File: config.mk
export PLATFORM = sky130hd
export DESIGN_NAME = kline_fast_init_poller_top_flat
export DESIGN_NICKNAME = d
export VERILOG_FILES = /design/src/hw/rtl/kfip_pkg.sv /design/src/hw/rtl/kfip_if.sv /design/src/hw/rtl/kfip_out_queue.sv /design/src/hw/rtl/kline_fast_init_poller_top.sv /design/src/flat_wrapper.sv
export SDC_FILE = /design/constraint.sdc
export NUM_CORES = 1
export LEC_CHECK = 0
export BUFFER_PORTS_ARGS = -buffer_cell sky130_fd_sc_hd__buf_2
export CELL_PAD_IN_SITES_DETAIL_PLACEMENT = 1
export CELL_PAD_IN_SITES_GLOBAL_PLACEMENT = 1
export CORE_MARGIN = 2
export CORE_UTILIZATION = 40
export DETAILED_ROUTE_END_ITERATION = 10
export PLACE_DENSITY = 0.65
export SLEW_MARGIN = 20
export SYNTH_ARGS = -nofsm -noshare
export SYNTH_HDL_FRONTEND = slang
export SYNTH_SLANG_ARGS = --single-unit
File: constraint.sdc
create_clock -name i_clk -period 13.56 [get_ports i_clk]
set_clock_uncertainty 0.1 [all_clocks]
set_input_delay 4.068 -clock i_clk [delete_from_list [all_inputs] [get_ports i_clk]]
set_output_delay 4.068 -clock i_clk [all_outputs]
set_load 0.03 [all_outputs]
File: src/hw/rtl/kfip_pkg.sv
// ----------------------------------------------------------------------------
// kfip_pkg
// Shared types, codes and message tables of the k-line fast-init poller.
// ----------------------------------------------------------------------------
package kfip_pkg;

    localparam int RxDepthDef     = 16;
    localparam int SensorCountDef = 4;

    typedef enum logic [3:0] {
        PH_IDLE       = 4'd0,
        PH_START      = 4'd1,
        PH_WAKE_HIGH  = 4'd2,
        PH_WAKE_LOW   = 4'd3,
        PH_WAKE_END   = 4'd4,
        PH_SEND_START = 4'd5,
        PH_AWAIT_START = 4'd6,
        PH_GAP        = 4'd7,
        PH_SEND_POLL  = 4'd8,
        PH_AWAIT_POLL = 4'd9,
        PH_SEND_STOP  = 4'd10,
        PH_AWAIT_STOP = 4'd11
    } t_phase;

    // result kinds
    localparam logic [2:0] WHAT_EVENT = 3'd0;
    localparam logic [2:0] WHAT_VALUE = 3'd1;
    localparam logic [2:0] WHAT_TX    = 3'd2;
    localparam logic [2:0] WHAT_LINE  = 3'd3;
    localparam logic [2:0] WHAT_DONE  = 3'd4;

    // status events
    localparam logic [3:0] EV_INIT_OK        = 4'd0;
    localparam logic [3:0] EV_STOP_OK        = 4'd1;
    localparam logic [3:0] EV_BAD_SENSOR     = 4'd2;
    localparam logic [3:0] EV_ALREADY_STOPPED = 4'd3;
    localparam logic [3:0] EV_INIT_BUSY      = 4'd4;
    localparam logic [3:0] EV_INIT_FAILED    = 4'd5;
    localparam logic [3:0] EV_ALREADY_INIT   = 4'd6;
    localparam logic [3:0] EV_INIT_STOPPING  = 4'd7;
    localparam logic [3:0] EV_STOP_BUSY      = 4'd8;
    localparam logic [3:0] EV_STOP_FAILED    = 4'd9;

    // line levels
    localparam logic [1:0] LINE_UART = 2'd0;
    localparam logic [1:0] LINE_HIGH = 2'd1;
    localparam logic [1:0] LINE_LOW  = 2'd2;

    // register indexes
    localparam logic [2:0] REG_WAKE_IDLE = 3'd0;
    localparam logic [2:0] REG_WAKE_LOW  = 3'd1;
    localparam logic [2:0] REG_WAKE_HIGH = 3'd2;
    localparam logic [2:0] REG_BYTE_GAP  = 3'd3;
    localparam logic [2:0] REG_REPLY_TO  = 3'd4;
    localparam logic [2:0] REG_POLL_TO   = 3'd5;
    localparam logic [2:0] REG_ONE_SHOT  = 3'd6;

    localparam logic [7:0] START_ACK = 8'hC1;
    localparam logic [7:0] STOP_ACK  = 8'hC2;
    localparam logic [7:0] TEMP_OFS  = 8'd40;

    typedef struct packed {
        logic [2:0]        what;
        logic [3:0]        event_code;
        logic [7:0]        tx_byte;
        logic [1:0]        line_level;
        logic [1:0]        value_sensor;
        logic signed [14:0] sensor_value;
        logic              accepted;
        logic              last;
    } t_result;

    typedef struct packed {
        logic       kind;
        logic       init_req;
        logic       stop_req;
        logic       rx_valid;
        logic [7:0] rx_data;
        logic [2:0] sensor;
    } t_item;

    function automatic logic [7:0] start_byte(input logic [2:0] idx);
        logic [7:0] b;
        case (idx)
            3'd0: b = 8'hC1;
            3'd1: b = 8'h33;
            3'd2: b = 8'hF1;
            3'd3: b = 8'h81;
            3'd4: b = 8'h66;
            default: b = 8'hC1;
        endcase
        return b;
    endfunction

    function automatic logic [7:0] stop_byte(input logic [2:0] idx);
        logic [7:0] b;
        case (idx)
            3'd0: b = 8'hC1;
            3'd1: b = 8'h33;
            3'd2: b = 8'hF1;
            3'd3: b = 8'h82;
            3'd4: b = 8'h67;
            default: b = 8'hC1;
        endcase
        return b;
    endfunction

    function automatic logic [7:0] poll_byte(input logic [1:0] s, input logic [2:0] idx);
        logic [7:0] b;
        case (idx)
            3'd0: b = 8'hC2;
            3'd1: b = 8'h33;
            3'd2: b = 8'hF1;
            3'd3: b = 8'h01;
            3'd4: begin
                case (s)
                    2'd0: b = 8'h0C;
                    2'd1: b = 8'h05;
                    2'd2: b = 8'h0F;
                    default: b = 8'h0D;
                endcase
            end
            3'd5: begin
                case (s)
                    2'd0: b = 8'hF3;
                    2'd1: b = 8'hEC;
                    2'd2: b = 8'hF6;
                    default: b = 8'hF4;
                endcase
            end
            default: b = 8'hC2;
        endcase
        return b;
    endfunction

endpackage

File: src/hw/rtl/kfip_if.sv
// ----------------------------------------------------------------------------
// kfip channel interfaces
// Valid/ready channels for input items, result items and register writes.
// ----------------------------------------------------------------------------
interface kfip_in_if;
    logic       valid;
    logic       ready;
    logic       kind;
    logic       init_req;
    logic       stop_req;
    logic       rx_valid;
    logic [7:0] rx_data;
    logic [2:0] sensor;
    modport source (output valid, kind, init_req, stop_req, rx_valid, rx_data, sensor,
                    input ready);
    modport sink (input valid, kind, init_req, stop_req, rx_valid, rx_data, sensor,
                  output ready);
endinterface

interface kfip_out_if;
    logic              valid;
    logic              ready;
    logic [2:0]        what;
    logic [3:0]        event_code;
    logic [7:0]        tx_byte;
    logic [1:0]        line_level;
    logic [1:0]        value_sensor;
    logic signed [14:0] sensor_value;
    logic              accepted;
    logic              last;
    modport source (output valid, what, event_code, tx_byte, line_level, value_sensor,
                    sensor_value, accepted, last, input ready);
    modport sink (input valid, what, event_code, tx_byte, line_level, value_sensor,
                  sensor_value, accepted, last, output ready);
endinterface

interface kfip_cfg_if;
    logic       valid;
    logic       ready;
    logic [2:0] index;
    logic [9:0] data;
    modport source (output valid, index, data, input ready);
    modport sink (input valid, index, data, output ready);
endinterface

File: src/hw/rtl/kfip_out_queue.sv
// ----------------------------------------------------------------------------
// kfip_out_queue
// Holds up to four results of one request, draining one per cycle while ready.
// ----------------------------------------------------------------------------
module kfip_out_queue
    import kfip_pkg::*;
(
    input  logic          i_clk,
    input  logic          i_rst_n,
    input  logic          i_load,
    input  t_result [3:0] i_res,
    input  logic [2:0]    i_cnt,
    output logic          o_empty,
    output logic          o_valid,
    output t_result       o_res,
    input  logic          i_ready
);
    t_result [3:0] r_res;
    logic [2:0]    r_cnt;
    logic [1:0]    r_pos;

    assign o_valid = (r_cnt != 3'd0);
    assign o_res   = r_res[r_pos];
    assign o_empty = (r_cnt == 3'd0) || ((r_cnt == 3'd1) && i_ready);

    // load a new group or pop one result
    always_ff @(posedge i_clk) begin
        if (!i_rst_n) begin
            r_cnt <= 3'd0;
            r_pos <= 2'd0;
        end else if (i_load) begin
            r_cnt <= i_cnt;
            r_pos <= 2'd0;
        end else if (o_valid && i_ready) begin
            r_cnt <= r_cnt - 3'd1;
            r_pos <= r_pos + 2'd1;
        end
    end

    always_ff @(posedge i_clk) begin
        if (i_load) r_res <= i_res;
    end

    a_load_only_when_free: assert property (@(posedge i_clk) disable iff (!i_rst_n)
        i_load |-> o_empty) else $error("queue loaded while results pending");
    a_last_ends: assert property (@(posedge i_clk) disable iff (!i_rst_n)
        (o_valid && r_cnt == 3'd1) |-> o_res.last) else $error("final result lacks last");
    a_cnt_range: assert property (@(posedge i_clk) disable iff (!i_rst_n)
        r_cnt <= 3'd4) else $error("queue count out of range");
endmodule

File: src/hw/rtl/kline_fast_init_poller_top.sv
// ----------------------------------------------------------------------------
// kline_fast_init_poller_top
// K-line fast-init controller with round-robin sensor polling.
// ----------------------------------------------------------------------------
// Channels: in_ch takes one request per millisecond step or subscribe; out_ch
// returns one to four results per request, the final one flagged last (step
// done); cfg_ch writes the timing registers and one-shot mask, which the user
// must write only while idle; the block does not enforce it. A request is
// decoded in the cycle it is accepted, its results are loaded into a
// four-entry result queue at that edge and appear from the next cycle, one per
// cycle while out_ch is ready. A new request is taken when the queue holds at
// most one result, taken in that cycle; the single output port paces requests.
// Reset (synchronous, active low) returns to idle with no subscriptions and
// the register reset values. When the receiver stalls, results stay in the
// queue and in_ch.ready drops until the queue drains. The received-byte
// store is undefined until written.
// ----------------------------------------------------------------------------
module kline_fast_init_poller_top
    import kfip_pkg::*;
#(
    parameter int RX_DEPTH     = RxDepthDef,
    parameter int SENSOR_COUNT = SensorCountDef
)(
    input  logic       i_clk,
    input  logic       i_rst_n,
    kfip_in_if.sink    in_ch,
    kfip_out_if.source out_ch,
    kfip_cfg_if.sink   cfg_ch
);
    localparam int CW = $clog2(RX_DEPTH + 1);
    localparam int AW = $clog2(RX_DEPTH);

    // registers
    logic [9:0] r_wake_idle;
    logic [7:0] r_wake_low, r_wake_high, r_byte_gap, r_reply_to, r_poll_to;
    logic [SENSOR_COUNT-1:0] r_one_shot;

    // state
    t_phase     r_phase, n_phase;
    logic [15:0] r_elapsed, n_elapsed;
    logic [2:0] r_tx_idx, n_tx_idx;
    logic [7:0] r_rx [RX_DEPTH];
    logic [CW-1:0] r_rx_cnt, n_rx_cnt;
    logic       r_stop_pend, n_stop_pend;
    logic [1:0] r_sub [SENSOR_COUNT];
    logic [1:0] n_sub [SENSOR_COUNT];
    logic [2:0] r_sub_cnt, n_sub_cnt;
    logic [1:0] r_sub_pos, n_sub_pos;
    logic [1:0] r_cur, n_cur;

    logic          q_empty, q_valid;
    t_result       q_res;
    t_result [3:0] res;
    logic [2:0]    res_n;
    logic          acc;
    t_item         it;
    logic          wr_en;
    logic [7:0]    rx8, rx11, rx12;

    assign in_ch.ready  = q_empty;
    assign cfg_ch.ready = 1'b1;
    assign acc = in_ch.valid && in_ch.ready;
    assign it  = '{kind: in_ch.kind, init_req: in_ch.init_req, stop_req: in_ch.stop_req,
                   rx_valid: in_ch.rx_valid, rx_data: in_ch.rx_data, sensor: in_ch.sensor};
    assign rx8  = r_rx[8];
    assign rx11 = r_rx[11];
    assign rx12 = r_rx[12];

    // configuration writes
    always_ff @(posedge i_clk) begin
        if (!i_rst_n) begin
            r_wake_idle <= 10'd300;
            r_wake_low  <= 8'd25;
            r_wake_high <= 8'd25;
            r_byte_gap  <= 8'd10;
            r_reply_to  <= 8'd100;
            r_poll_to   <= 8'd60;
            r_one_shot  <= '0;
        end else if (cfg_ch.valid) begin
            case (cfg_ch.index)
                REG_WAKE_IDLE: r_wake_idle <= cfg_ch.data;
                REG_WAKE_LOW:  r_wake_low  <= cfg_ch.data[7:0];
                REG_WAKE_HIGH: r_wake_high <= cfg_ch.data[7:0];
                REG_BYTE_GAP:  r_byte_gap  <= cfg_ch.data[7:0];
                REG_REPLY_TO:  r_reply_to  <= cfg_ch.data[7:0];
                REG_POLL_TO:   r_poll_to   <= cfg_ch.data[7:0];
                REG_ONE_SHOT:  r_one_shot  <= cfg_ch.data[SENSOR_COUNT-1:0];
                default: ;
            endcase
        end
    end

    // controller step: next state and results
    always_comb begin
        logic [15:0] el;
        logic [CW-1:0] cnt1;
        logic found;
        logic [7:0] b8;
        logic [7:0] b11;
        logic [7:0] b12;
        logic [4:0] rlen;
        logic [2:0] sc;
        logic [2:0] pos1;
        logic [15:0] rpm;
        t_result r;

        n_phase = r_phase; n_elapsed = r_elapsed; n_tx_idx = r_tx_idx;
        n_rx_cnt = r_rx_cnt; n_stop_pend = r_stop_pend;
        n_sub = r_sub; n_sub_cnt = r_sub_cnt; n_sub_pos = r_sub_pos; n_cur = r_cur;
        wr_en = 1'b0;
        res = '0; res_n = 3'd0; r = '0;
        found = 1'b0; sc = r_sub_cnt; pos1 = 3'd0; rpm = '0;
        el = (r_elapsed == 16'hFFFF) ? r_elapsed : r_elapsed + 16'd1;
        cnt1 = r_rx_cnt;
        // byte just stored may be one of the checked positions
        b8 = rx8; b11 = rx11; b12 = rx12;
        if (r_rx_cnt == CW'(8))  b8  = it.rx_data;
        if (r_rx_cnt == CW'(11)) b11 = it.rx_data;
        if (r_rx_cnt == CW'(12)) b12 = it.rx_data;
        rlen = (r_cur == 2'd0) ? 5'd14 : 5'd13;

        if (it.kind) begin
            if (it.sensor[2]) begin
                res[res_n[1:0]] = '0; res[res_n[1:0]].event_code = EV_BAD_SENSOR;
                res_n = res_n + 3'd1;
            end else begin
                for (int i = 0; i < SENSOR_COUNT; i++)
                    if (3'(i) < r_sub_cnt && r_sub[i] == it.sensor[1:0]) found = 1'b1;
                if (!found && r_sub_cnt < 3'(SENSOR_COUNT)) begin
                    n_sub[r_sub_cnt[1:0]] = it.sensor[1:0];
                    n_sub_cnt = r_sub_cnt + 3'd1;
                end
            end
            r = '0; r.what = WHAT_DONE; r.accepted = !it.sensor[2]; r.last = 1'b1;
            res[res_n[1:0]] = r; res_n = res_n + 3'd1;
        end else begin
            n_elapsed = el;
            case (r_phase)
                PH_START, PH_WAKE_HIGH, PH_WAKE_LOW, PH_WAKE_END, PH_SEND_START: begin
                    if (it.init_req) begin
                        r = '0; r.event_code = EV_INIT_BUSY; res[res_n[1:0]] = r;
                        res_n = res_n + 3'd1;
                    end
                    r = '0;
                    if (it.stop_req) begin
                        n_phase = PH_IDLE;
                        r.event_code = EV_STOP_OK; res[res_n[1:0]] = r;
                        res_n = res_n + 3'd1;
                    end else if (r_phase == PH_START) begin
                        n_elapsed = '0; n_phase = PH_WAKE_HIGH;
                        r.what = WHAT_LINE; r.line_level = LINE_HIGH;
                        res[res_n[1:0]] = r; res_n = res_n + 3'd1;
                    end else if (r_phase == PH_WAKE_HIGH) begin
                        if (el >= {6'd0, r_wake_idle}) begin
                            n_elapsed = '0; n_phase = PH_WAKE_LOW;
                            r.what = WHAT_LINE; r.line_level = LINE_LOW;
                            res[res_n[1:0]] = r; res_n = res_n + 3'd1;
                        end
                    end else if (r_phase == PH_WAKE_LOW) begin
                        if (el >= {8'd0, r_wake_low}) begin
                            n_elapsed = '0; n_phase = PH_WAKE_END;
                            r.what = WHAT_LINE; r.line_level = LINE_HIGH;
                            res[res_n[1:0]] = r; res_n = res_n + 3'd1;
                        end
                    end else if (r_phase == PH_WAKE_END) begin
                        if (el >= {8'd0, r_wake_high}) begin
                            n_rx_cnt = '0; n_tx_idx = '0; n_phase = PH_SEND_START;
                            r.what = WHAT_LINE; r.line_level = LINE_UART;
                            res[res_n[1:0]] = r; res_n = res_n + 3'd1;
                        end
                    end else begin
                        if (it.rx_valid && r_rx_cnt < CW'(RX_DEPTH)) begin
                            wr_en = 1'b1; n_rx_cnt = r_rx_cnt + CW'(1);
                        end
                        if (el >= {8'd0, r_byte_gap}) begin
                            r.what = WHAT_TX; r.tx_byte = start_byte(r_tx_idx);
                            res[res_n[1:0]] = r; res_n = res_n + 3'd1;
                            n_elapsed = '0;
                            if (r_tx_idx >= 3'd4) begin
                                n_tx_idx = '0; n_phase = PH_AWAIT_START;
                            end else n_tx_idx = r_tx_idx + 3'd1;
                        end
                    end
                end
                PH_AWAIT_START: begin
                    if (it.init_req) begin
                        r = '0; r.event_code = EV_INIT_BUSY; res[res_n[1:0]] = r;
                        res_n = res_n + 3'd1;
                    end
                    if (it.stop_req) n_stop_pend = 1'b1;
                    r = '0;
                    if (el > {8'd0, r_reply_to}) begin
                        n_phase = PH_IDLE;
                        r.event_code = EV_INIT_FAILED; res[res_n[1:0]] = r;
                        res_n = res_n + 3'd1;
                        if (n_stop_pend) begin
                            n_stop_pend = 1'b0;
                            r.event_code = EV_STOP_OK; res[res_n[1:0]] = r;
                            res_n = res_n + 3'd1;
                        end
                    end else if (it.rx_valid) begin
                        if (r_rx_cnt < CW'(RX_DEPTH)) begin
                            wr_en = 1'b1; cnt1 = r_rx_cnt + CW'(1);
                        end
                        n_rx_cnt = cnt1;
                        if (cnt1 >= CW'(12)) begin
                            n_elapsed = '0;
                            if (b8 == START_ACK) begin
                                n_phase = PH_GAP;
                                if (!n_stop_pend) begin
                                    r.event_code = EV_INIT_OK; res[res_n[1:0]] = r;
                                    res_n = res_n + 3'd1;
                                    n_sub_pos = '0;
                                    n_cur = (r_sub_cnt != 3'd0) ? r_sub[0] : 2'd0;
                                end
                            end else begin
                                n_stop_pend = 1'b0; n_phase = PH_IDLE;
                                r.event_code = EV_INIT_FAILED; res[res_n[1:0]] = r;
                                res_n = res_n + 3'd1;
                            end
                        end
                    end
                end
                PH_GAP, PH_SEND_POLL, PH_AWAIT_POLL: begin
                    if (it.init_req) begin
                        r = '0; r.event_code = EV_ALREADY_INIT; res[res_n[1:0]] = r;
                        res_n = res_n + 3'd1;
                    end
                    if (it.stop_req) n_stop_pend = 1'b1;
                    r = '0;
                    if (r_phase == PH_GAP) begin
                        if (el > {8'd0, r_reply_to}) begin
                            n_rx_cnt = '0; n_tx_idx = '0;
                            n_phase = n_stop_pend ? PH_SEND_STOP : PH_SEND_POLL;
                        end
                    end else if (r_phase == PH_SEND_POLL) begin
                        if (it.rx_valid && r_rx_cnt < CW'(RX_DEPTH)) begin
                            wr_en = 1'b1; n_rx_cnt = r_rx_cnt + CW'(1);
                        end
                        if (el >= {8'd0, r_byte_gap}) begin
                            r.what = WHAT_TX; r.tx_byte = poll_byte(r_cur, r_tx_idx);
                            res[res_n[1:0]] = r; res_n = res_n + 3'd1;
                            n_elapsed = '0;
                            if (r_tx_idx >= 3'd5) begin
                                n_tx_idx = '0; n_phase = PH_AWAIT_POLL;
                            end else n_tx_idx = r_tx_idx + 3'd1;
                        end
                    end else begin
                        if (el > {8'd0, r_poll_to}) begin
                            n_tx_idx = '0; n_rx_cnt = '0;
                            n_phase = n_stop_pend ? PH_SEND_STOP : PH_SEND_POLL;
                        end else if (it.rx_valid) begin
                            if (r_rx_cnt < CW'(RX_DEPTH)) begin
                                wr_en = 1'b1; cnt1 = r_rx_cnt + CW'(1);
                            end
                            n_rx_cnt = cnt1;
                            n_elapsed = '0;
                            if (cnt1 >= CW'(rlen)) begin
                                if (!n_stop_pend) begin
                                    if (r_sub_cnt != 3'd0) begin
                                        r.what = WHAT_VALUE; r.value_sensor = r_cur;
                                        rpm = {b11, b12};
                                        if (r_cur == 2'd0)
                                            r.sensor_value = {1'b0, rpm[15:2]};
                                        else if (r_cur == 2'd3)
                                            r.sensor_value = {7'd0, b11};
                                        else
                                            r.sensor_value = 15'({7'd0, b11}) - 15'(TEMP_OFS);
                                        res[res_n[1:0]] = r; res_n = res_n + 3'd1;
                                        if (r_one_shot[r_cur]) begin
                                            for (int i = 1; i < SENSOR_COUNT; i++)
                                                if (3'(i) > {1'b0, r_sub_pos} &&
                                                    3'(i) < r_sub_cnt)
                                                    n_sub[i-1] = r_sub[i];
                                            sc = r_sub_cnt - 3'd1;
                                        end
                                    end
                                    n_sub_cnt = sc;
                                    if (sc != 3'd0) begin
                                        pos1 = {1'b0, r_sub_pos} + 3'd1;
                                        if (pos1 >= sc) pos1 = 3'd0;
                                        n_sub_pos = pos1[1:0];
                                        n_cur = n_sub[pos1[1:0]];
                                    end else n_cur = 2'd0;
                                end
                                n_phase = PH_GAP;
                            end
                        end
                    end
                end
                PH_SEND_STOP, PH_AWAIT_STOP: begin
                    if (it.init_req) begin
                        r = '0; r.event_code = EV_INIT_STOPPING; res[res_n[1:0]] = r;
                        res_n = res_n + 3'd1;
                    end
                    if (it.stop_req) begin
                        r = '0; r.event_code = EV_STOP_BUSY; res[res_n[1:0]] = r;
                        res_n = res_n + 3'd1;
                    end
                    r = '0;
                    if (r_phase == PH_SEND_STOP) begin
                        if (it.rx_valid && r_rx_cnt < CW'(RX_DEPTH)) begin
                            wr_en = 1'b1; n_rx_cnt = r_rx_cnt + CW'(1);
                        end
                        if (el >= {8'd0, r_byte_gap}) begin
                            r.what = WHAT_TX; r.tx_byte = stop_byte(r_tx_idx);
                            res[res_n[1:0]] = r; res_n = res_n + 3'd1;
                            n_elapsed = '0;
                            if (r_tx_idx >= 3'd4) begin
                                n_tx_idx = '0; n_phase = PH_AWAIT_STOP;
                            end else n_tx_idx = r_tx_idx + 3'd1;
                        end
                    end else begin
                        if (el > {8'd0, r_reply_to}) begin
                            n_stop_pend = 1'b0; n_phase = PH_IDLE;
                            r.event_code = EV_STOP_FAILED; res[res_n[1:0]] = r;
                            res_n = res_n + 3'd1;
                        end else if (it.rx_valid) begin
                            if (r_rx_cnt < CW'(RX_DEPTH)) begin
                                wr_en = 1'b1; cnt1 = r_rx_cnt + CW'(1);
                            end
                            n_rx_cnt = cnt1;
                            if (cnt1 >= CW'(12)) begin
                                n_elapsed = '0; n_stop_pend = 1'b0; n_phase = PH_IDLE;
                                r.event_code = (b8 == STOP_ACK) ? EV_STOP_OK : EV_STOP_FAILED;
                                res[res_n[1:0]] = r; res_n = res_n + 3'd1;
                            end
                        end
                    end
                end
                default: begin
                    n_phase = PH_IDLE;
                    if (it.stop_req) begin
                        r = '0; r.event_code = EV_ALREADY_STOPPED; res[res_n[1:0]] = r;
                        res_n = res_n + 3'd1;
                    end
                    if (it.init_req) n_phase = PH_START;
                end
            endcase
            r = '0; r.what = WHAT_DONE; r.last = 1'b1;
            res[res_n[1:0]] = r; res_n = res_n + 3'd1;
        end
    end

    // state registers
    always_ff @(posedge i_clk) begin
        if (!i_rst_n) begin
            r_phase <= PH_IDLE; r_elapsed <= '0; r_tx_idx <= '0; r_rx_cnt <= '0;
            r_stop_pend <= 1'b0; r_sub_cnt <= '0; r_sub_pos <= '0; r_cur <= '0;
            for (int i = 0; i < SENSOR_COUNT; i++) r_sub[i] <= '0;
        end else if (acc) begin
            r_phase <= n_phase; r_elapsed <= n_elapsed; r_tx_idx <= n_tx_idx;
            r_rx_cnt <= n_rx_cnt; r_stop_pend <= n_stop_pend; r_sub_cnt <= n_sub_cnt;
            r_sub_pos <= n_sub_pos; r_cur <= n_cur; r_sub <= n_sub;
        end
    end

    // received byte store
    always_ff @(posedge i_clk) begin
        if (acc && wr_en) r_rx[r_rx_cnt[AW-1:0]] <= it.rx_data;
    end

    kfip_out_queue u_queue (
        .i_clk   (i_clk),
        .i_rst_n (i_rst_n),
        .i_load  (acc),
        .i_res   (res),
        .i_cnt   (res_n),
        .o_empty (q_empty),
        .o_valid (q_valid),
        .o_res   (q_res),
        .i_ready (out_ch.ready)
    );

    assign out_ch.valid        = q_valid;
    assign out_ch.what         = q_res.what;
    assign out_ch.event_code   = q_res.event_code;
    assign out_ch.tx_byte      = q_res.tx_byte;
    assign out_ch.line_level   = q_res.line_level;
    assign out_ch.value_sensor = q_res.value_sensor;
    assign out_ch.sensor_value = q_res.sensor_value;
    assign out_ch.accepted     = q_res.accepted;
    assign out_ch.last         = q_res.last;

    a_sub_cnt_range: assert property (@(posedge i_clk) disable iff (!i_rst_n)
        r_sub_cnt <= 3'(SENSOR_COUNT)) else $error("subscription count overflow");
    a_rx_cnt_range: assert property (@(posedge i_clk) disable iff (!i_rst_n)
        r_rx_cnt <= CW'(RX_DEPTH)) else $error("rx count overflow");
    a_stop_pend_idle: assert property (@(posedge i_clk) disable iff (!i_rst_n)
        (r_phase == PH_IDLE) |-> !r_stop_pend) else $error("stop pending while idle");
endmodule

File: src/flat_wrapper.sv
// flat-port wrapper written by rule: the top's interface ports become plain ports
module kline_fast_init_poller_top_flat import kfip_pkg::*;
#(
    parameter int RX_DEPTH     = RxDepthDef,
    parameter int SENSOR_COUNT = SensorCountDef
)
  (i_clk, i_rst_n, in_ch_valid, in_ch_kind, in_ch_init_req, in_ch_stop_req, in_ch_rx_valid, in_ch_rx_data, in_ch_sensor, in_ch_ready, out_ch_valid, out_ch_what, out_ch_event_code, out_ch_tx_byte, out_ch_line_level, out_ch_value_sensor, out_ch_sensor_value, out_ch_accepted, out_ch_last, out_ch_ready, cfg_ch_valid, cfg_ch_index, cfg_ch_data, cfg_ch_ready);
  kfip_in_if in_ch_i ();
  kfip_out_if out_ch_i ();
  kfip_cfg_if cfg_ch_i ();
  input  logic i_clk;
  input  logic i_rst_n;
  input wire logic [$bits(in_ch_i.valid)-1:0] in_ch_valid;
  input wire logic [$bits(in_ch_i.kind)-1:0] in_ch_kind;
  input wire logic [$bits(in_ch_i.init_req)-1:0] in_ch_init_req;
  input wire logic [$bits(in_ch_i.stop_req)-1:0] in_ch_stop_req;
  input wire logic [$bits(in_ch_i.rx_valid)-1:0] in_ch_rx_valid;
  input wire logic [$bits(in_ch_i.rx_data)-1:0] in_ch_rx_data;
  input wire logic [$bits(in_ch_i.sensor)-1:0] in_ch_sensor;
  output wire logic [$bits(in_ch_i.ready)-1:0] in_ch_ready;
  output wire logic [$bits(out_ch_i.valid)-1:0] out_ch_valid;
  output wire logic [$bits(out_ch_i.what)-1:0] out_ch_what;
  output wire logic [$bits(out_ch_i.event_code)-1:0] out_ch_event_code;
  output wire logic [$bits(out_ch_i.tx_byte)-1:0] out_ch_tx_byte;
  output wire logic [$bits(out_ch_i.line_level)-1:0] out_ch_line_level;
  output wire logic [$bits(out_ch_i.value_sensor)-1:0] out_ch_value_sensor;
  output wire logic [$bits(out_ch_i.sensor_value)-1:0] out_ch_sensor_value;
  output wire logic [$bits(out_ch_i.accepted)-1:0] out_ch_accepted;
  output wire logic [$bits(out_ch_i.last)-1:0] out_ch_last;
  input wire logic [$bits(out_ch_i.ready)-1:0] out_ch_ready;
  input wire logic [$bits(cfg_ch_i.valid)-1:0] cfg_ch_valid;
  input wire logic [$bits(cfg_ch_i.index)-1:0] cfg_ch_index;
  input wire logic [$bits(cfg_ch_i.data)-1:0] cfg_ch_data;
  output wire logic [$bits(cfg_ch_i.ready)-1:0] cfg_ch_ready;
  assign in_ch_i.valid = in_ch_valid;
  assign in_ch_i.kind = in_ch_kind;
  assign in_ch_i.init_req = in_ch_init_req;
  assign in_ch_i.stop_req = in_ch_stop_req;
  assign in_ch_i.rx_valid = in_ch_rx_valid;
  assign in_ch_i.rx_data = in_ch_rx_data;
  assign in_ch_i.sensor = in_ch_sensor;
  assign in_ch_ready = in_ch_i.ready;
  assign out_ch_valid = out_ch_i.valid;
  assign out_ch_what = out_ch_i.what;
  assign out_ch_event_code = out_ch_i.event_code;
  assign out_ch_tx_byte = out_ch_i.tx_byte;
  assign out_ch_line_level = out_ch_i.line_level;
  assign out_ch_value_sensor = out_ch_i.value_sensor;
  assign out_ch_sensor_value = out_ch_i.sensor_value;
  assign out_ch_accepted = out_ch_i.accepted;
  assign out_ch_last = out_ch_i.last;
  assign out_ch_i.ready = out_ch_ready;
  assign cfg_ch_i.valid = cfg_ch_valid;
  assign cfg_ch_i.index = cfg_ch_index;
  assign cfg_ch_i.data = cfg_ch_data;
  assign cfg_ch_ready = cfg_ch_i.ready;
  kline_fast_init_poller_top #(.RX_DEPTH(RX_DEPTH), .SENSOR_COUNT(SENSOR_COUNT)) u_core (.i_clk(i_clk), .i_rst_n(i_rst_n), .in_ch(in_ch_i), .out_ch(out_ch_i), .cfg_ch(cfg_ch_i));
endmodule
==> summary.md, run 1 <==
| Metric | Value |
|---|---|
| Run status | finished, final reports clean |
| First-pass GRT wire length | 73770 um |
| Synth Flop Type | edfxtp_1 |
| Most common cell after layout, fill and taps aside | nor2_1 |
| Final setup vio count | 0 |
| Synth warn | 0 |
| Clk Tree Root Cell | clkbuf_16 |
| Area occupied by multi-input gates | 8190 sq um |
| Core Area | 35480 sq um |
| WL met2 | 21990 um |
| Clk Latency, worst-skew pair | 0.55 ns |
| Largest net degree at the start of global routing | 63 |
| Critical hold path startpoint | u_core.r_reply_to[4] |
| Clock sink count | 216 |
| Total die area | 37410 sq um |
| FF-to-FF path depth | 24 |
| Crit-path max FO | 4 |
| Critical path type | primary input to output pin |
| Top cells by area in the synthesized netlist | edfxtp_1 24%, dfxtp_1 14%, ha_1 8.4%, nor2_1 5.3%, nand2_1 4.8% |
| Nets | 1787 |
| Height of the die | 193.4 um |
| Sequential fraction of the synthesis area | 38.02% |
| Hold buffer count at cts | 0 |
| Critical Path Start Type | primary input |
| Reg2reg start | u_core.r_elapsed[0] |
| Port bufs | 70 |
| Clock slew seen by the registers of the worst setup and hold paths | 0.06 ns |
| Via Count | 12580 |
| Slew HR | 27.40% |
| Fin area | 15980 sq um |
| Hold Crit Depth | 2 |
| Crit. Startpoint | out_ch_ready |
| RSZ-0062 raised after global routing | no |
| Fmax | 114.3 MHz |
| Crit path time final | 8.749 ns |
| Top sig layer | met4 |
| Initial Utilization | 40.44% |
| Die width | 193.4 um |
| Yosys top cell area share | 23.65% |
| Depth of the CTS H-tree | 1 |
| Worst min path class | register to register |
| Grt total ovfl | 0 |
| Final WL | 46080 um |
| Setup bufs post-CTS | 0 |
| Number of diodes | 0 |
| Initial DRC Count | 738 |
| Fin. Hold Viols | 0 |
| Post-CTS resize count | 0 |
| Num CTS Buffers | 27 |
| Synth async-reset ratio | 0% |
| GRT Total Usage | 24.24% |
| CP required | 9.39 ns |
| Row cnt | 69 |
| Mean Syn Cell Area | 8.793 sq um |
| Worst endpoint data arrival time | 4.58 ns |
| DRC viols | 0 |
| Final period util | 64.52% |
| Worst setup EP type | output pin |
| Placer Congestion | 0.9057 |
| Yosys cell types | 89 |
| Wire length per cell | 21.54 um |
| CTS tree | built |
| Syn Nets | 1761 |
| ANT nets after route | 0 |
| Syn Inst Count | 1632 |
| Leakage | 6.134 nW |
| Slew at the pin with the worst max-slew slack | 1.079 ns |
| Max Slew Vio Count | 0 |
| P&R area growth vs syn | 11.34% |
| Num ports | 72 |
| Share of cells above drive strength 1 | 12.63% |
| Number of global-route vias before repair | 12920 |
| Max VDD drop | 102.1 uV |
| Hpwl dp | 32640 um |
| Post-synth EDFFs | 113 |
| Metal3 WL | 1638 um |
| Max Cap Violations | 0 |
| Setup_tns | 0 ns |
| DP Area | 15050 sq um |
| Fillers | 4156 |
| Routed metal-1 wirelength | 20880 um |
| Clock buffer depth | 3 |
| Via/cell ratio | 5.880 |
| Yosys reg bits | 216 |
| PwrDens | 135.8 nW/um^2 |
| Commonest non-fill, non-tap cells in the layout | 202 x nor2_1, 182 x nand2_1, 118 x a21oi_1 |
| Reg area | 5456 sq um |
| Drt pass-1 iters | 4 |
| Cell taking the most area after synthesis | edfxtp_1 |
| Post-Syn Area | 14350 sq um |
| Initial antenna violation count | 0 |
cells in the mapped netlist, drive strengths merged, types with 8 or more instances:
| cell type | n |
|---|---|
| mux2 | 9 |
| a21o | 12 |
| o21a | 20 |
| a211oi | 21 |
| o221a | 10 |
| o2111ai | 8 |
| ha | 96 |
| inv | 78 |
| o22ai | 13 |
| a311oi | 9 |
| nand2 | 182 |
| edfxtp | 113 |
| and3 | 15 |
| buf | 20 |
| o21ai | 82 |
| o211ai | 23 |
| dfxtp | 103 |
| and2 | 11 |
| nand2b | 25 |
| mux2i | 65 |
| nor2 | 202 |
| xnor2 | 15 |
| a21oi | 119 |
| nor4 | 23 |
| nor3 | 34 |
| mux4 | 12 |
| a31oi | 18 |
| nand3 | 54 |
| nor2b | 20 |
| clkbuf | 76 |
| nand4 | 23 |
| o31ai | 8 |
kinds of logic after synthesis:
family / count (synthesis) / share of synthesized area (%)
fa+ha+maj: 98 / 8.510
mux: 86 / 7.150
other cells: 2 / 0.05233
buf+inv: 176 / 4.987
xor+xnor: 21 / 1.282
simple gates: 634 / 21.70
compound gates: 399 / 18.30
flops: 216 / 38.02
state kept, by name, indices dropped and copies added (netlist names), 10 cells and up:
signal / flops
u_core.r_elapsed: 16
u_core.r_rx: 22
u_core.r_wake_idle: 10
u_core.u_queue.r_res: 91
final cells by class:
class / count / area share [%]
clock buffers: 35 / 4.887
clock inverters: 14 / 0.8928
inverters: 80 / 1.919
multi-input cells: 1240 / 51.26
flip-flops and latches: 216 / 34.15
well taps: 461 / 3.610
repair buffers: 93 / 3.274
worst max-delay path: stages:
cell and delay (ns):
buf_2 0.11, a21oi_1 0.07, nor2_1 0.12, buf_2 0.22
worst paths after layout:
check,endpoint,slack [ns]
worst max-delay path,in_ch_ready,4.81
worst min-delay path,u_core.r_reply_to[4],0.35
worst max register to register,u_core.u_queue.r_res[98],6.59
worst min register to register,u_core.r_reply_to[4],0.35
through the flow:
step	utilization (%)	cells	hold WS, ns	setup slack [ns]	total power, mW
after floorplan	-	1632	0.3363	4.843	1.265
after global placement	42.42	2090	0.3429	4.807	1.423
final	45.03	2139	0.3547	4.811	2.170
after global routing	45.03	2139	0.3787	4.782	2.273
after detailed placement	42.42	2090	0.3482	4.813	1.437
after CTS	45.03	2139	0.3561	4.807	2.197
metal layers:
metal	track usage, %	up-vias
li1	-	6003
met1	31.81	6214
met2	41.53	275
met3	2.493	86
met4	8.482	0
met5	0	-
where the power goes:
part,total (mW),internal [mW],switching (mW)
clock network,0.755,0.459,0.296
registers,0.850,0.813,0.0371
logic,0.564,0.172,0.392
total,2.17,1.44,0.725
(Power assumes the default switching activity.)
==> inputs of run 2 (changes only) <==
ABC_AREA = 1   (was default)
PLACE_DENSITY = 0.68   (was 0.65)
clock period = 8.5 ns   (was 13.56 ns; I/O delays follow)
==> run 2 against run 1 <==
  * Clock power grew 39%
  * Combinational power grew to 3.3 times the previous value
  * Total power up 98%
  * Synthesized area shrank 0.51%
  * Setup slack got worse by 2.9 ns
  * Synthesized cell count up 20%
  * Via count increased by 8.6%
  * Critical path depth increased by 24
  * Cell count up 16%
  * Critical path type is now register to register
==> summary.md, run 2 <==
| Metric | Value |
|---|---|
| Run status | finished, final reports clean |
| First-pass GRT wire length | 76490 um (+3.7%) |
| Yosys top cell area share | 23.77% (+0.12 points) |
| P&R area growth vs syn | 10.77% |
| PwrDens | 271.8 nW/um^2 (+100%) |
| Fmax | 152.2 MHz |
| DP Area | 15030 sq um (-0.13%) |
| Internal reg-to-reg setup slack | 1.93 ns (-4.66 ns) |
| Slew HR | 31.47% (+4.1 points) |
| CTS tree | built |
| Syn Nets | 2088 (+19%) |
| Clk Latency, worst-skew pair | 0.56 ns (about the same) |
| Fin cells | 2490 (+16%) |
| Fin. Hold Viols | 0 (unchanged) |
| Share of cells above drive strength 1 | 9.611% (-3.0 points) |
| Synth async-reset ratio | 0% (unchanged) |
| Num ports | 72 (unchanged) |
| Port bufs | 70 (unchanged) |
| Area occupied by multi-input gates | 7477 sq um (-8.7%) |
| Row cnt | 69 (unchanged) |
| Max Cap Violations | 0 (unchanged) |
| Drt pass-1 iters | 6 (+2) |
| Fillers | 4574 (+10%) |
| Clock buffer depth | 3 (unchanged) |
| Sequential fraction of the synthesis area | 38.21% (+0.20 points) |
| Yosys reg bits | 216 (unchanged) |
| Final WL | 49030 um (+6.4%) |
| Synth Flop Type | edfxtp_1 |
| Yosys cell types | 57 (-36%) |
| Leakage | 6.992 nW (+14%) |
| Critical Path Start Type | register |
| Number of diodes | 0 (unchanged) |
| PnR Total Power | 4.298 mW (+98%) |
| Crit-path max FO | 22 (+18) |
| Core Area | 35400 sq um (-0.24%) |
| Clk Tree Root Cell | clkbuf_16 |
| Reg area | 5455 sq um (about the same) |
| Commonest non-fill, non-tap cells in the layout | 322 x nand2_1, 311 x nor2_1, 260 x inv_1 |
| Max reg flops | 91 (unchanged) |
| DRC viols | 0 (unchanged) |
| GR Util met3 | 3.146% (+0.65 points) |
| Num CTS Buffers | 25 (-7.4%) |
| Setup bufs post-CTS | 0 (unchanged) |
| Hold Crit Depth | 2 (unchanged) |
| Global routing usage on met2 | 45.69% (+4.2 points) |
| Largest Register | u_core.u_queue.r_res |
| Via/cell ratio | 5.484 (-6.7%) |
| Worst endpoint data arrival time | 6.84 ns (+2.26 ns) |
| Max VDD drop | 193.3 uV (+89%) |
| Top cells by area in the synthesized netlist | edfxtp_1 24%, dfxtp_1 14%, nand2_1 8.5%, ha_1 8.4%, nor2_1 8.2% |
| Post-Syn Area | 14280 sq um (-0.51%) |
| Post-CTS resize count | 0 (unchanged) |
| Total die area | 37220 sq um (-0.50%) |
| Number of global-route vias before repair | 13620 (+5.4%) |
| Height of the die | 192.9 um (-0.25%) |
| Depth of the CTS H-tree | 1 (unchanged) |
| Most instantiated cells after synthesis | 322 x nand2_1, 311 x nor2_1, 261 x inv_1 |
| Hold buffer count at cts | 0 (unchanged) |
| GRT Total Usage | 26.55% (+2.3 points) |
| Largest net degree at the start of global routing | 60 (-4.8%) |
| Hpwl dp | 36850 um (+13%) |
| Initial Utilization | 40.33% (-0.11 points) |
| Slowest CP cell | xor2_1 |
| Top-count cell post-synth | nand2_1 |
| Initial DRC Count | 627 (-15%) |
| Slew at the pin with the worst max-slew slack | 1.027 ns (-0.05228 ns) |
| Fin area | 15810 sq um (-1.0%) |
| Synth warn | 0 (unchanged) |
| Clock sink count | 216 (unchanged) |
| Most common cell after layout, fill and taps aside | nand2_1 |
| M1 GR Usage | 34.68% (+2.9 points) |
| RSZ-0062 raised after global routing | no |
| Cell taking the most area after synthesis | edfxtp_1 |
| Initial antenna violation count | 0 (unchanged) |
| Syn Inst Count | 1959 (+20%) |
| Final period util | 77.29% |
| Setup_tns | 0 ns (unchanged) |
| Placed cell count | 2444 (+17%) |
| GRT busiest layer | met2 |
| Crit path time final | 6.570 ns |
| CP required | 8.77 ns (-0.62 ns) |
| Post-synth EDFFs | 113 (unchanged) |
| Worst path max stage delay | 0.68 ns (+0.46 ns) |
| Final setup vio count | 0 (unchanged) |
| Max Slew Vio Count | 0 (unchanged) |
| Critical path type | register to register |
| Clock slew seen by the registers of the worst setup and hold paths | 0.06 ns (about the same) |
| Nets | 2139 (+20%) |
| FF-to-FF path depth | 28 (+17%) |
| Die width | 192.9 um (-0.25%) |
| Grt total ovfl | 0 (unchanged) |
| Worst setup EP type | register |
| Worst min path class | register to register |
| Placer Congestion | 0.9231 (+1.9%) |
| Wire length per cell | 19.69 um (-8.6%) |
| Mean Syn Cell Area | 7.287 sq um (-17%) |
| ANT nets after route | 0 (unchanged) |
| Via Count | 13660 (+8.6%) |
-- run 2: cell families (layout without fill, tap and decap cells) --
logic type / after synthesis / count (layout) / share of synthesized area, %
other cells: 2 / 2 / 0.05261
flops: 216 / 216 / 38.21
simple gates: 819 / 819 / 24.65
xor+xnor: 16 / 16 / 0.9816
compound gates: 465 / 465 / 18.07
buf+inv: 342 / 412 / 9.413
mux: 3 / 3 / 0.2104
fa+ha+maj: 96 / 96 / 8.414
-- run 2: worst paths after layout --
path                   startpoint                  endpoint
max           u_core.r_elapsed[1]  u_core.u_queue.r_res[49]
min          u_core.r_wake_low[5]      u_core.r_wake_low[5]
max reg2reg   u_core.r_elapsed[1]  u_core.u_queue.r_res[49]
min reg2reg  u_core.r_wake_low[5]      u_core.r_wake_low[5]
-- run 2: routing by layer --
layer / routed length, um / vias to the layer above
met1: 22160 / 6629
met2: 23330 / 292
met5: 0 / -
met3: 2182 / 83
met4: 1358 / 0
li1: - / 6651
-- run 2: power breakdown --
part	leakage [nW]	internal, mW	switching [mW]
clock network	0.388	0.591	0.457
logic	4.68	0.470	1.38
registers	1.93	1.32	0.0882
-- run 2: critical path: cells and delay by family, from the launching register on --
| kind | cells | cell delay, ns |
|---|---|---|
| AO/OA/AOI/OAI | 6 | 1.03 |
| XOR/XNOR | 1 | 0.68 |
| adder cells (fa/ha/maj) | 4 | 1.17 |
| buffers and inverters | 3 | 0.45 |
| flip-flops | 1 | 0.39 |
| AND/OR/NAND/NOR | 14 | 2.57 |
-- run 2: stage by stage --
| stage | worst slack, ns | hold slack [ns] | utilization [%] |
|---|---|---|---|
| final | 1.930 | 0.3588 | 44.68 |
| after global routing | 1.495 | 0.3870 | 44.68 |
| after CTS | 1.907 | 0.3599 | 44.68 |
| after detailed placement | 1.443 | 0.3501 | 42.47 |
| after global placement | 1.796 | 0.3444 | 42.47 |
| after floorplan | 2.327 | 0.3329 | - |
-- run 2: cell type report --
cell class | count | share of cell area [%]
repair buffers | 86 | 2.975
clock inverters | 14 | 0.6883
flip-flops and latches | 216 | 34.50
multi-input cells | 1401 | 47.28
inverters | 280 | 6.662
well taps | 461 | 3.647
clock buffers | 32 | 4.249
